`src/design/m3a_div.sv`:
```
// Radix-2 restoring divider: (cof * 2^16) / det, truncated toward zero and
// saturated. Overflow is caught up front, otherwise 32 steps of one bit.
module m3a_div (
    input  logic               i_clk,
    input  logic               i_rst_n,
    input  logic               i_start,
    input  logic signed [49:0] i_cof,
    input  logic signed [31:0] i_det,
    output logic               o_done,
    output logic signed [31:0] o_q,
    output logic               o_sat
);

    logic               r_busy;
    logic               r_done;
    logic [4:0]         r_cnt;
    logic               r_neg;
    logic [31:0]        r_den;
    logic [31:0]        r_rem;
    logic [31:0]        r_quo;
    logic signed [31:0] r_q;
    logic               r_sat;

    logic [49:0] w_cmag;
    logic [31:0] w_dmag;
    logic [63:0] w_num;
    logic        w_ovf;
    logic [32:0] w_rem2;
    logic        w_ge;
    logic [32:0] w_diff;
    logic [31:0] w_rem_n;
    logic [31:0] w_quo_n;
    logic [31:0] w_fin_q;
    logic        w_fin_sat;

    // operand magnitudes
    assign w_cmag = i_cof[49] ? 50'(-i_cof) : 50'(i_cof);
    assign w_dmag = i_det[31] ? 32'(-i_det) : 32'(i_det);
    assign w_num  = {w_cmag[47:0], 16'h0000};
    assign w_ovf  = (w_num[63:32] >= w_dmag);

    // one quotient bit
    assign w_rem2  = {r_rem, r_quo[31]};
    assign w_ge    = (w_rem2 >= {1'b0, r_den});
    assign w_diff  = w_rem2 - {1'b0, r_den};
    assign w_rem_n = w_ge ? w_diff[31:0] : w_rem2[31:0];
    assign w_quo_n = {r_quo[30:0], w_ge};

    // sign and clip
    always_comb begin
        w_fin_sat = 1'b0;
        w_fin_q   = w_quo_n;
        if (r_neg) begin
            if (w_quo_n > 32'h8000_0000) begin
                w_fin_sat = 1'b1;
                w_fin_q   = 32'h8000_0000;
            end else begin
                w_fin_q = 32'(-w_quo_n);
            end
        end else if (w_quo_n[31]) begin
            w_fin_sat = 1'b1;
            w_fin_q   = 32'h7FFF_FFFF;
        end
    end

    always_ff @(posedge i_clk) begin
        if (!i_rst_n) begin
            r_busy <= 1'b0;
            r_done <= 1'b0;
        end else begin
            r_done <= 1'b0;
            if (i_start) begin
                r_neg <= i_cof[49] ^ i_det[31];
                if (w_ovf) begin
                    r_done <= 1'b1;
                    r_sat  <= 1'b1;
                    r_q    <= (i_cof[49] ^ i_det[31]) ? 32'sh8000_0000 : 32'sh7FFF_FFFF;
                end else begin
                    r_busy <= 1'b1;
                    r_cnt  <= 5'd0;
                    r_den  <= w_dmag;
                    r_rem  <= w_num[63:32];
                    r_quo  <= w_num[31:0];
                end
            end else if (r_busy) begin
                r_rem <= w_rem_n;
                r_quo <= w_quo_n;
                r_cnt <= r_cnt + 5'd1;
                if (r_cnt == 5'd31) begin
                    r_busy <= 1'b0;
                    r_done <= 1'b1;
                    r_q    <= w_fin_q;
                    r_sat  <= w_fin_sat;
                end
            end
        end
    end

    assign o_done = r_done;
    assign o_q    = r_q;
    assign o_sat  = r_sat;

endmodule

```
`config.mk`:
```
export PLATFORM = sky130hd
export DESIGN_NAME = m3a_div
export DESIGN_NICKNAME = d
export VERILOG_FILES = /design/src/design/m3a_div.sv
export SDC_FILE = /design/constraint.sdc
export NUM_CORES = 1
export LEC_CHECK = 0
export BUFFER_PORTS_ARGS = -buffer_cell sky130_fd_sc_hd__buf_2
export CELL_PAD_IN_SITES_DETAIL_PLACEMENT = 0
export CELL_PAD_IN_SITES_GLOBAL_PLACEMENT = 1
export CORE_MARGIN = 2
export CORE_UTILIZATION = 50
export CTS_CLUSTER_SIZE = 28
export DETAILED_ROUTE_END_ITERATION = 16
export PLACE_DENSITY_LB_ADDON = 0.1
export SLEW_MARGIN = 10
export SYNTH_ARGS = -nofsm -noshare
export SYNTH_HDL_FRONTEND = slang
export SYNTH_SLANG_ARGS = --single-unit
```
`constraint.sdc`:
```
create_clock -name i_clk -period 21.1 [get_ports i_clk]
set_clock_uncertainty 0.05 [all_clocks]
set_input_delay 1.055 -clock i_clk [delete_from_list [all_inputs] [get_ports i_clk]]
set_output_delay 1.055 -clock i_clk [all_outputs]
set_load 0.005 [all_outputs]
```
# [Word-level counts from Yosys, hierarchy flattened]
# Index checks and enable logic that the tools add are counted.
# Widths: inputs -> output; s select.
[word_totals] register_bits=137 word_cells=63
[op_classes] n_addsub=5 magnitude_cmp=3 eq_ne=3 n_mux=35 n_bitwise=2 n_reduce_logical=6
[ops] op="$mux 32" n=15
[ops] op="$neg 32->32" n=2
[ops] op="$mux 48" n=1
[ops] op="$neg 48->48" n=1
[ops] op="$ge 33x32->1" n=1
[ops] op="$ge 32x32->1" n=1
[ops] op="$gt 32x32->1 const B" n=1
[ops] op="$sub 32x32->32" n=1
[ops] op="$mux 31" n=1
[ops] op="$mux 1" n=15
[ops] op="$mux 5" n=3
[ops] op="$reduce_and 3->1" n=2
[ops] op="$add 5x1->5 const B" n=1
[ops] op="$eq 5x5->1 const B" n=1
[ops] op="$reduce_and 4->1" n=1
[ops] op="$reduce_bool 2->1" n=2
[ops] op="$ne 2x1->1 const B" n=1
[ops] op="$ne 2x2->1 const B" n=1
[ops] op="$reduce_and 2->1" n=1
[ops] op="$not 1->1" n=1
[ops] op="$xor 1x1->1" n=1

# [Longest topological paths before layout]
[depth] word_depth=7 mapped_depth=22 depth_no_buf=19

# [Worst setup path before layout]
# Ideal clock, no wire load.
[synth_path] path_kind="input port to flip-flop" startpoint="input port i_cof[8]" endpoint="register r_cnt[0] (enable)" setup_time_ns=1.104 arrival_ns=6.511 required_ns=19.946 setup_slack_ns=13.435 stages=15 cell_sequence="or4_1 > nand4bb_1 > or3_1 > nor3_1 > nand3_1 > o41ai_1 > xnor2_1 > ha_1 > nand4_1 > or2_2 > nor3_1 > a211oi_1 > o31ai_1 > or2_2 > o21ai_0"
[synth_between] elab_chain_cells=5
[synth_rtl] element="start: declaration" line_no="7" rtl="input logic signed [49:0] i_cof,"
[synth_rtl] element="$neg 48->48" line_no="37" rtl="assign w_cmag = i_cof[49] ? 50'(-i_cof) : 50'(i_cof);"
[synth_rtl] element="$mux 48" line_no="37"
[synth_rtl] element="$ge 32x32->1" line_no="40" rtl="assign w_ovf = (w_num[63:32] >= w_dmag);"
[synth_rtl] element="$ne 2x2->1 (no line)"
[synth_rtl] element="$reduce_and 3->1 (no line)"
[synth_rtl] element="end signal: assignment" line_no="88" rtl="r_cnt <= r_cnt + 5'd1;"
[synth_rtl] element="end: declaration" line_no="16" rtl="logic [4:0] r_cnt;"
# Every way passes these cells.
# A chain may end at the register's enable or synchronous reset.

# [Final worst setup path]
[layout_path] startpoint="input port i_cof[8]" endpoint="register r_rem[30] (enable)"
[layout_between] elab_chain_cells=5
[layout_rtl] element="$neg 48->48" line_no="37"
[layout_rtl] element="$mux 48" line_no="37"
[layout_rtl] element="$ge 32x32->1" line_no="40"
[layout_rtl] element="$ne 2x2->1 (no line)"
[layout_rtl] element="$reduce_and 3->1 (no line)"
[layout_rtl] element="end signal: assignment" line_no="82" rtl="r_rem <= w_num[63:32];"
[layout_rtl] element="end signal: assignment" line_no="86" rtl="r_rem <= w_rem_n;"
[layout_rtl] element="end: declaration" line_no="19" rtl="logic [31:0] r_rem;"
# Every way passes these cells.

==> results.toml <==
[outcome]
outcome = "finished, final reports clean"

[timing]
slew_viol_final = 0
finalWorstSetupSlack_ps = 14500
finalHoldViolations = 0
setup_viol = 0
rsz0062_at_grt = "false"
post-route-min-period_ps = 6610
holdWs_ps = 515
worst_pin_slew_ps = 1100
fmax_ghz = 0.151
slew_headroom = 0.262
post-route-period-util = 0.313
fin_tns_setup_ps = 0

[placed_design]
numPortBuffers = 117
dp_slack_ps = 14030
dpl.hpwl_um = 21500
gp_congestion = 0.898

[layout]
diodes = 0
drive_gt1_frac = 0.145
fin_nets = 1425
utilization = 0.576
area_growth_pct = 13.7

[clock_network]
postCtsSetupRepairBufs = 0
cts_buffers = 17
cts_hold_buf = 0
clockBufferDepth = 2
clk_pin_slew_ps = 60
clock_latency_ps = 430
tritoncts = "done"
ctsRootBufferMaster = "clkbuf_16"
cts_max_level = 4
cts_resized = 0
clock-sinks = 137

[worst_setup_path]
critPathBufInv = 2
crit_path_frequent_cell = "o31ai_1"
critical_path.top_delay_family = "simple AND/OR/NAND/NOR gates"
cp.depth = 19
r2r-end = "o_q[25]$_DFFE_PP_"
reg2reg_setup_slack_ps = 15180
cp-end-kind = "flop"
r2r_cells = 18
r2r_start = "r_rem[17]$_DFFE_PP_"
cp_slowest_cell = "buf_4"
crit_type = "input port to flop"
cp_slowest_stage_delay_ps = 610
arrival_ps = 6610
crit_fanout = 40
cp_cell_sequence = "buf_2 > or4_1 > nand4bb_1 > or3_1 > nor3_1 > nand3_1 > o31ai_1 > xnor2_1 > ha_1 > a21o_1 > a21oi_1 > nor2b_1 > o211ai_1 > a31oi_1 > a211oi_1 > o31ai_1 > or2_2 > o21ai_4 > buf_4"
worstPathRequired_ps = 21110
cp-start-kind = "input port"

[global_route]
grt_max_degree = 75
gr-total-overflow = 0
grt.total_usage = 0.265
grt_pass1_vias = 8570
antenna_found_initial = 0
grt_pass1_wl_um = 46100

[synth]
synth_flop_cell = "edfxtp_1"
synth_edf_count = 135
synth_top_area_frac = 0.382
synth_area_um2 = 10600
synth_top_area_cell = "edfxtp_1"
synth_warnings = 0
synth-seq-cells = 137
synthTopCellsByArea = "edfxtp_1 (38%), ha_1 (8.1%), xnor2_1 (5.4%), a21oi_1 (5.0%), o21ai_0 (3.9%)"
synthTopCellsByCount = "edfxtp_1 (135), a21oi_1 (105), nor2_1 (99), nand2_1 (91), o21ai_0 (83)"
synth_nets = 1327
yosysMostFrequentCell = "edfxtp_1"
ys_seq_area_frac = 0.386
ys_types = 71
syn_avg_cell_area_um2 = 9.06
postSynthCellCount = 1172
synthArstFlopShare = 0

[hold_path]
worstHoldStart = "r_busy$_SDFFE_PN0P_"
min_path_type = "flop to flop"
whs_endpoint = "r_busy$_SDFFE_PN0P_"
hold_path_depth = 2

[floorplanning]
core_area_um2 = 21000
die-area_um2 = 22400
fp.dieH_um = 150
start_util = 0.507
rows = 53
ioPinCount = 119
fp.dieW_um = 150

[pwr]
totalPowerFinal_uw = 889
p_leak_uw = 0.00476
p_per_area_nw_per_um2 = 73.6
peakVddDrop_v = 0.0000546

[drt]
routed_via_density = 5.94
drc_errors = 0
drt_iter0_markers = 891
drt-total-wl_um = 29200
drtPass1Iterations = 5
route.vias.total = 9245
drtAntennaViolNets = 0
routedWlPerCell_um = 18.8

[flow_run]
cap_violations = 0
cell families (layout without fill, tap and decap cells):
| group | Yosys count | count (layout) | share of synthesized area |
|---|---|---|---|
| AND/OR/NAND/NOR | 360 | 360 | 0.171 |
| flip-flops | 137 | 137 | 0.386 |
| AO/OA/AOI/OAI | 357 | 357 | 0.215 |
| adder cells (fa/ha/maj) | 70 | 70 | 0.0832 |
| multiplexers | 8 | 8 | 0.00790 |
| buffers and inverters | 129 | 239 | 0.0457 |
| XOR/XNOR | 111 | 111 | 0.0916 |
power breakdown:
| group | switching (µW) | total [µW] | internal [µW] |
|---|---|---|---|
| registers | 10.6 | 338 | 328 |
| clock network | 126 | 315 | 189 |
| logic | 145 | 236 | 90.7 |
| total | 281 | 889 | 607 |
sequential cells by signal, summed over array words and instances, names as in the netlist:
| register | cells |
|---|---|
| r_quo | 32 |
| o_sat | 1 |
| o_q | 32 |
| r_busy | 1 |
| r_neg | 1 |
| o_done | 1 |
| r_den | 32 |
| r_cnt | 5 |
| r_rem | 32 |
cells in the final DEF, fill, tap and decap left out, types with 6 or more instances in the layout:
master / netlist / final
clkbuf_16: 0 / 17
a211oi_1: 14 / 14
and3_1: 11 / 11
nor3_1: 22 / 22
edfxtp_1: 135 / 135
a21o_1: 21 / 21
xor2_1: 46 / 46
nor4_1: 8 / 8
or2_2: 8 / 8
o31ai_1: 29 / 29
a21oi_1: 105 / 105
nor2_1: 99 / 99
inv_1: 79 / 79
o211ai_1: 12 / 12
and2_1: 6 / 6
o21ai_0: 83 / 82
or4_1: 12 / 12
ha_1: 69 / 69
buf_2: 1 / 117
o41ai_1: 12 / 12
nand4_1: 11 / 11
a31oi_1: 16 / 16
o21a_1: 11 / 11
xnor2_1: 65 / 65
or3_1: 18 / 18
o21bai_1: 6 / 6
buf_4: 0 / 10
nand2_1: 91 / 91
o311ai_0: 6 / 6
nor2b_1: 24 / 23
nand3_1: 12 / 12
nand2b_1: 13 / 13
per-layer routing:
layer | wire [µm] | global-route usage
met5 | 0 | 0
met4 | 272 | 0.0509
met3 | 2050 | 0.0509
met2 | 11800 | 0.371
met1 | 15100 | 0.424
area by class of cell:
class | instances | area, µm²
Clock buffer | 17 | 425
Clock inverter | 14 | 190
Fill cell | 1959 | 8890
Inverter | 81 | 304
Multi-Input combinational cell | 906 | 6050
Sequential cell | 137 | 4090
Tap cell | 275 | 344
Timing Repair Buffer | 127 | 661
per-stage QoR:
stage               std cells  area (µm²)
global route             1557       12100
CTS                      1557       12100
global placement         1526       11500
detailed placement       1526       11500
floorplan                1172       10600
finish                   1557       12100
worst register-to-register path, stage by stage, from the launching register on:
cell and delay, ps:
edfxtp_1 390, ha_1 370, a21oi_1 310, o21bai_1 150
a221oi_1 350, nor3_1 120, a21bo_2 220, a31o_2 450
clkinv_1 150, ha_1 210, nor3b_1 330, nand4_1 360
or3_1 510, o41a_1 650, nor2_1 400, nand2_1 210
nor4b_1 270, o21ai_0 100, o311ai_0 120
worst max-delay path by stage:
stage / from / slack [ps] / endpoint
detailed placement: i_cof[8] / 14030 / r_quo[23]$_DFFE_PP_
global route: i_cof[8] / 14060 / r_quo[16]$_DFFE_PP_
global placement: i_cof[8] / 14040 / r_quo[23]$_DFFE_PP_
finish: i_cof[8] / 14500 / r_rem[30]$_DFFE_PP_
floorplan: i_cof[8] / 13440 / r_cnt[0]$_SDFFCE_PP0P_
CTS: i_cof[8] / 14460 / r_quo[16]$_DFFE_PP_
Note: power is estimated with default switching activity, not from simulation.
