--- src/design/m3a_pkg.sv ---
package m3a_pkg;

    // request types
    localparam logic [1:0] REQ_LOAD_A = 2'd0;
    localparam logic [1:0] REQ_LOAD_B = 2'd1;
    localparam logic [1:0] REQ_EXEC   = 2'd2;

    // operation codes
    localparam logic [2:0] OP_MUL    = 3'd0;
    localparam logic [2:0] OP_ADD    = 3'd1;
    localparam logic [2:0] OP_SUB    = 3'd2;
    localparam logic [2:0] OP_SCALE  = 3'd3;
    localparam logic [2:0] OP_TRANSP = 3'd4;
    localparam logic [2:0] OP_INV    = 3'd5;

    localparam logic [3:0] LAST_ELEM = 4'd8;

    // accumulator operations of the shared unit
    typedef logic [2:0] t_acc_op;
    localparam t_acc_op ACC_NOP  = 3'd0;
    localparam t_acc_op ACC_SET  = 3'd1; // acc = round(prod)
    localparam t_acc_op ACC_ADD  = 3'd2; // acc += round(prod)
    localparam t_acc_op ACC_SUB  = 3'd3; // acc -= round(prod)
    localparam t_acc_op ACC_SUM  = 3'd4; // acc = x + y
    localparam t_acc_op ACC_DIFF = 3'd5; // acc = x - y

    typedef struct packed {
        logic    mul_en;
        t_acc_op acc_op;
    } t_mac_ctl;

    // operand element indices {x, y} for one term of one result element
    function automatic logic [7:0] f_opnd_idx(input logic [2:0] op, input logic [3:0] e,
                                              input logic [1:0] term);
        logic [3:0] rr;
        logic [3:0] cc;
        logic [3:0] tt;
        logic [3:0] ix;
        logic [3:0] iy;
        rr = (e >= 4'd6) ? 4'd2 : ((e >= 4'd3) ? 4'd1 : 4'd0);
        cc = e - 4'(rr * 4'd3);
        tt = {2'b00, term};
        ix = e;
        iy = e;
        case (op)
            OP_MUL: begin
                ix = 4'(rr * 4'd3) + tt;
                iy = 4'(tt * 4'd3) + cc;
            end
            OP_TRANSP: begin
                ix = 4'(cc * 4'd3) + rr;
            end
            OP_INV: begin
                // cofactor = a[ix0]*a[iy0] - a[ix1]*a[iy1]
                case (e)
                    4'd0: begin ix = term[0] ? 4'd7 : 4'd4; iy = term[0] ? 4'd5 : 4'd8; end
                    4'd1: begin ix = term[0] ? 4'd1 : 4'd2; iy = term[0] ? 4'd8 : 4'd7; end
                    4'd2: begin ix = term[0] ? 4'd2 : 4'd1; iy = term[0] ? 4'd4 : 4'd5; end
                    4'd3: begin ix = term[0] ? 4'd3 : 4'd5; iy = term[0] ? 4'd8 : 4'd6; end
                    4'd4: begin ix = term[0] ? 4'd2 : 4'd0; iy = term[0] ? 4'd6 : 4'd8; end
                    4'd5: begin ix = term[0] ? 4'd0 : 4'd3; iy = term[0] ? 4'd5 : 4'd2; end
                    4'd6: begin ix = term[0] ? 4'd6 : 4'd3; iy = term[0] ? 4'd4 : 4'd7; end
                    4'd7: begin ix = term[0] ? 4'd0 : 4'd6; iy = term[0] ? 4'd7 : 4'd1; end
                    default: begin ix = term[0] ? 4'd3 : 4'd0; iy = term[0] ? 4'd1 : 4'd4; end
                endcase
            end
            default: begin
                ix = e;
                iy = e;
            end
        endcase
        return {ix, iy};
    endfunction

endpackage

--- src/design/m3a_mac.sv ---
// Shared multiply-accumulate unit: registered 32x32 product, rounding to
// Q16.16 and a 50-bit accumulator with saturation to 32 bits.
module m3a_mac (
    input  logic                i_clk,
    input  m3a_pkg::t_mac_ctl   i_ctl,
    input  logic signed [31:0]  i_x,
    input  logic signed [31:0]  i_y,
    output logic signed [49:0]  o_acc,
    output logic signed [31:0]  o_sat_val,
    output logic                o_sat
);

    logic signed [63:0] r_prod;
    logic signed [49:0] r_acc;
    logic signed [49:0] n_acc;
    logic signed [63:0] w_round;
    logic signed [49:0] w_rnd;
    logic signed [49:0] w_xe;
    logic signed [49:0] w_ye;

    // round to nearest, ties up: floor((p + 2^15) / 2^16)
    assign w_round = (r_prod + 64'sd32768) >>> 16;
    assign w_rnd   = w_round[49:0];
    assign w_xe    = {{18{i_x[31]}}, i_x};
    assign w_ye    = {{18{i_y[31]}}, i_y};

    always_comb begin
        n_acc = r_acc;
        case (i_ctl.acc_op)
            m3a_pkg::ACC_SET:  n_acc = w_rnd;
            m3a_pkg::ACC_ADD:  n_acc = r_acc + w_rnd;
            m3a_pkg::ACC_SUB:  n_acc = r_acc - w_rnd;
            m3a_pkg::ACC_SUM:  n_acc = w_xe + w_ye;
            m3a_pkg::ACC_DIFF: n_acc = w_xe - w_ye;
            default:           n_acc = r_acc;
        endcase
    end

    always_ff @(posedge i_clk) begin
        if (i_ctl.mul_en) begin
            r_prod <= 64'(i_x) * 64'(i_y);
        end
        r_acc <= n_acc;
    end

    // clip to int32
    always_comb begin
        o_sat     = 1'b0;
        o_sat_val = r_acc[31:0];
        if (r_acc > 50'sd2147483647) begin
            o_sat     = 1'b1;
            o_sat_val = 32'sh7FFF_FFFF;
        end else if (r_acc < -50'sd2147483648) begin
            o_sat     = 1'b1;
            o_sat_val = 32'sh8000_0000;
        end
    end

    assign o_acc = r_acc;

endmodule

--- config.mk ---
export PLATFORM = sky130hd
export DESIGN_NAME = m3a_mac
export DESIGN_NICKNAME = d
export VERILOG_FILES = /design/src/design/m3a_pkg.sv /design/src/design/m3a_mac.sv
export SDC_FILE = /design/constraint.sdc
export NUM_CORES = 2
export LEC_CHECK = 0
export ABC_AREA = 1
export BUFFER_PORTS_ARGS = -buffer_cell sky130_fd_sc_hd__buf_4
export CORE_MARGIN = 8
export CORE_UTILIZATION = 32
export DETAILED_ROUTE_END_ITERATION = 8
export GPL_TIMING_DRIVEN = 0
export PLACE_DENSITY = 0.55
export SLEW_MARGIN = 20
export SYNTH_ARGS = -nofsm -noshare
export SYNTH_HDL_FRONTEND = slang
export SYNTH_SLANG_ARGS = --single-unit
--- constraint.sdc ---
create_clock -name i_clk -period 7.4 [get_ports i_clk]
set_input_delay 0.37 -clock i_clk [delete_from_list [all_inputs] [get_ports i_clk]]
set_output_delay 0.37 -clock i_clk [all_outputs]
set_load 0.01 [all_outputs]
Yosys cells after proc, flatten, opt, wreduce, memory -nomap -nowiden --
Index checks and enable logic that the tools add are counted.
Cells by class: $mul 1, magnitude comparators 2, reduce and logical (&&, ||, !) cells 1, muxes and demuxes 5, equality and inequality tests 5, $add $sub $neg 5
Operators with widths (count):
- $pmux 50 s5 | 1
- $add 64x17->64 const B | 1
- $mul 32x32->64 | 1
- $mux 32 | 2
- $add 50x48->50 | 1
- $gt 50x32->1 const B | 1
- $lt 50x32->1 const B | 1
- $sub 50x48->50 | 1
- $add 32x32->33 | 1
- $sub 32x32->33 | 1
- $eq 3x2->1 const B | 2
- $eq 3x3->1 const B | 2
- $reduce_bool 5->1 | 1
- $eq 3x1->1 const B | 1
- $mux 1 | 2
Storage, ports and cells: logic and storage cells 21, output and inout port bits 83, register bits 114, input port bits 69

Logic depth before layout (Yosys ltp) --
depth in word-level cells 3, mapped depth 34, depth with buffers taken out 34

Least setup slack after synthesis --
Ideal clock, no wire load.
path type in2reg, from in i_x[31], to reg r_prod[61] (data pin), library setup time 0.260 ns, slack -0.135 ns, required time 7.140 ns, data arrival time 7.276 ns, buffers on the path 2, cell stages on the path 28, cells stage by stage clkbuf_1 clkbuf_1 nand2_1 inv_1 fa_1 inv_1 fa_1 fa_1 inv_1 fa_1 inv_1 fa_1 inv_1 fa_1 inv_1 fa_1 fa_1 inv_1 ha_1 nand2_1 nor2_1 inv_1 nor2_1 inv_1 nor4_1 nand4_1 nand4_1 xor2_1
Between the ends: word-level cells in the longest chain between the ends 1
RTL lines:
- start: declaration | line m3a_mac.sv:6 | input logic signed [31:0] i_x,
- $mul 32x32->64 | line m3a_mac.sv:41 | r_prod <= 64'(i_x) * 64'(i_y);
- end signal: assignment | line m3a_mac.sv:41
- end: declaration | line m3a_mac.sv:13 | logic signed [63:0] r_prod;
No other way between the ends. A chain may end at the register's enable or synchronous reset.

Worst setup path after layout --
from in i_y[28], to reg r_prod[58] (data pin)
Between the ends: word-level cells in the longest chain between the ends 1
RTL lines:
- start: declaration | line m3a_mac.sv:7 | input logic signed [31:0] i_y,
- $mul 32x32->64 | line m3a_mac.sv:41
No other way between the ends.

==> run_results.csv <==
group,metric,value,unit
routing,average_detailed_routed_wire_length_per_instance,25.1,um
placement,post_dp_area,55700,um2
global_route,number_of_global_route_vias_before_repair,49300,
critical_path,critical_path.reg2reg.startpoint,"r_prod[15]",
timing,finalSetupViolCount,0,
clocking,clk_path_buf_depth,2,
layout,postLayoutCellArea,57200,um2
global_route,grt_overflow,0,
clocking,worst_setup_hold_path_clk_slew,70,ps
layout,most-common-layout-cells,"1930 x sky130_fd_sc_hd__inv_1, 1711 x sky130_fd_sc_hd__nand2_1, 1067 x sky130_fd_sc_hd__fa_1, 386 x sky130_fd_sc_hd__nor2_1, 285 x sky130_fd_sc_hd__a21oi_1",
layout,fin_nets,8617,
placement,place.detailed.hpwl,200,mm
timing,slew-limit-headroom,24.0,%
clocking,clock_sinks,99,
synth,synth_area,51700,um2
timing,worst-slew-pin-transition,1130,ps
timing,final.setup_skew,21.2,ps
global_route,antenna_found_initial,22,
clocking,cts_tree,"done",
critical_path,timing.critical_path.required,7530,ps
timing,whs,513,ps
flow_run,cap_violations,0,
critical_path,ff2ff_setup_slack,770,ps
timing,report.final.slew_viol_count,0,
placement,gp_routability_congestion,1.04,
timing,finalHoldViolCount,0,
synth,postSynth.topFlopCell,"sky130_fd_sc_hd__edfxtp_1",
placement,dpl.cell_count,9299,
synth,mappedNetlistNets,8427,
critical_path,critPathSlowestCell,"sky130_fd_sc_hd__clkbuf_1",
critical_path,cells_traversed_along_the_worst_timing_path,"buf_4, clkbuf_1, nand2_1, fa_1, inv_1, fa_1, fa_1, fa_1, fa_1, fa_1, fa_1, inv_1, fa_1, inv_1, ha_1, nand2_1, nor2_1, inv_1, nor4_2, nand3_1, nand3_2, a21oi_1, xnor2_1",
synth,post_synthesis_cell_type_count,54,
floorplan,io_pins,152,
floorplan,x_dimension_of_the_die,418,um
routing,number_of_nets_with_antenna_violations_after_routing,0,
global_route,grt_first_pass_wirelength,338,mm
critical_path,crit_path_max_fanout,10,
critical_path,crit_top_cell,"sky130_fd_sc_hd__fa_1",
global_route,groute.usage.overall,26.5,%
hold_path,worstHoldPathType,"primary input to flop",
synth,synth_enable_flop_cells,99,
global_route,grt_util_met1,34.0,%
placement,place.port_buffers,151,
floorplan,die_height,418,um
timing,final.min_clock_period,7330,ps
synth,synth-seq-cells,99,
critical_path,setup.worst_path.end_class,"flop",
synth,synth-warning-count,0,
global_route,grt_start_max_net_pins,50,
synth,sequential_cell_area_fraction_in_the_yosys_report,5.75,%
synth,fraction_of_registers_with_async_set_or_reset_after_synthesis,0,%
critical_path,criticalPathCategory,"primary input to flop",
layout,drive_above_1_share,7.61,%
timing,grt_setup_unrepaired,"true",
clocking,cts-buffers-inserted,9,
timing,fin_crit_sh,99.0,%
floorplan,initial_util,32.2,%
layout,final_util,35.6,%
layout,fillers,17200,
routing,drt_first_pass_iters,6,
synth,synthesized_area_per_cell,7.41,um2
clocking,ctsHtreeMaxLevel,3,
run_status,run_status,"finished clean",
floorplan,fp-row-count,147,
global_route,global_route.usage.met3,6.60,%
routing,vias_after_detailed_routing,47500,
floorplan,fp.coreArea,161000,um2
global_route,grt.busiest_layer,"met2",
critical_path,worstSetupStartpoint,"i_y[28]",
critical_path,slowest_delay,670,ps
hold_path,timing.hold.worst.start,"i_ctl[3]",
layout,finish.cell_count_without_fillers,9340,
layout,leading_cell_type_in_the_layout_fill_and_taps_excluded,"sky130_fd_sc_hd__inv_1",
global_route,use_met2,42.0,%
critical_path,worst_ep_arrival_time,7460,ps
clocking,clkLatencyLatePin,400,ps
layout,syn2layout_area_growth,10.6,%
routing,drt-vias-per-instance,5.08,
critical_path,start_kind,"primary input",
clocking,cts_root_buf,"sky130_fd_sc_hd__clkbuf_16",
timing,max_clock_freq,136,MHz
synth,netlist_instances,6978,
floorplan,fp.dieArea,175000,um2
routing,drt_drc_violations_left,0,
routing,iteration_0_drc_count_of_the_detailed_router,5180,
routing,finalWirelength,234,mm
==> cells by family (layout without fill, tap and decap cells) <==
family	Yosys count	in the layout	share of synthesized area, %
AO/OA/AOI/OAI	678	678	7.34
XOR/XNOR	125	125	2.17
adder cells (fa/ha/maj)	1380	1380	49.1
buffers and inverters	2191	2386	15.9
flip-flops	99	99	5.75
other	0	7	0
AND/OR/NAND/NOR	2505	2505	19.7
==> sequential cells by signal, summed over array words and instances (netlist names) <==
name / flops
r_prod: 49
o_acc: 50
==> cell usage after synthesis (11+ instances only) <==
master,instances,area share [%]
sky130_fd_sc_hd__xor2_1,89,1.5
sky130_fd_sc_hd__nor2_1,401,2.9
sky130_fd_sc_hd__a21boi_0,11,0.16
sky130_fd_sc_hd__or2_2,26,0.31
sky130_fd_sc_hd__o21bai_1,25,0.36
sky130_fd_sc_hd__nand2_1,1715,12
sky130_fd_sc_hd__a31oi_1,37,0.45
sky130_fd_sc_hd__nand3_1,197,1.9
sky130_fd_sc_hd__inv_1,1938,14
sky130_fd_sc_hd__a21o_1,23,0.33
sky130_fd_sc_hd__nor4_1,13,0.16
sky130_fd_sc_hd__o21a_1,14,0.20
sky130_fd_sc_hd__fa_1,1084,42
sky130_fd_sc_hd__ha_1,296,7.2
sky130_fd_sc_hd__clkbuf_1,231,1.7
sky130_fd_sc_hd__xnor2_1,34,0.58
sky130_fd_sc_hd__o21ai_0,218,2.1
sky130_fd_sc_hd__edfxtp_1,99,5.7
sky130_fd_sc_hd__nor3_1,37,0.36
sky130_fd_sc_hd__a21oi_1,294,2.8
sky130_fd_sc_hd__o2111ai_1,13,0.22
sky130_fd_sc_hd__nand4_1,62,0.75
==> critical path: cells and delay by family <==
kind | cells | cell delay [ps]
AND/OR/NAND/NOR | 6 | 1180
XOR/XNOR | 1 | 160
buffers and inverters | 6 | 1120
adder cells (fa/ha/maj) | 9 | 4460
AO/OA/AOI/OAI | 1 | 110
==> path summary, 6_finish.rpt <==
kind                endpoint  depth (start not counted)
setup / recovery  r_prod[58]                         23
hold / removal    r_prod[59]                          1
setup reg to reg   o_acc[49]                         24
hold reg to reg    o_acc[20]                          4
==> metal layers <==
metal | up-vias | part of all wire (%)
met3 | 549 | 10
li1 | 20800 | -
met5 | - | 0.038
met4 | 14 | 5.9
met2 | 2333 | 44
met1 | 23700 | 39
==> through the flow <==
step	TNS, ps	worst slack [ps]
after global routing	-108	-27.8
after floorplan	0	10.2
after global placement	-53210	-1940
final	0	70.6
after CTS	0	2.04
after detailed placement	-53660	-2040
==> layout make-up <==
cell class                 count  area, um2  area share [%]
multi-input combinational   4688      41000            71.7
antenna                        7       17.5          0.0306
sequential                    99       2970            5.20
buffer                       235       1470            2.57
inverter                    1952       7340            12.8
clock buffer                   9        225           0.394
tap                         2160       2700            4.73
timing repair buffer         183       1400            2.45
clock inverter                 7       67.6           0.118
==> repair_timing <==
item	in CTS	in global routing
endpoints found under the setup margin	42	32
setup buffers	12	10
resized for setup	235	298
hold buffers	0	0
pin swaps	5	15
Power is not shown: default switching activity piles up to over one toggle a cycle in this logic, so the estimate is an artifact.
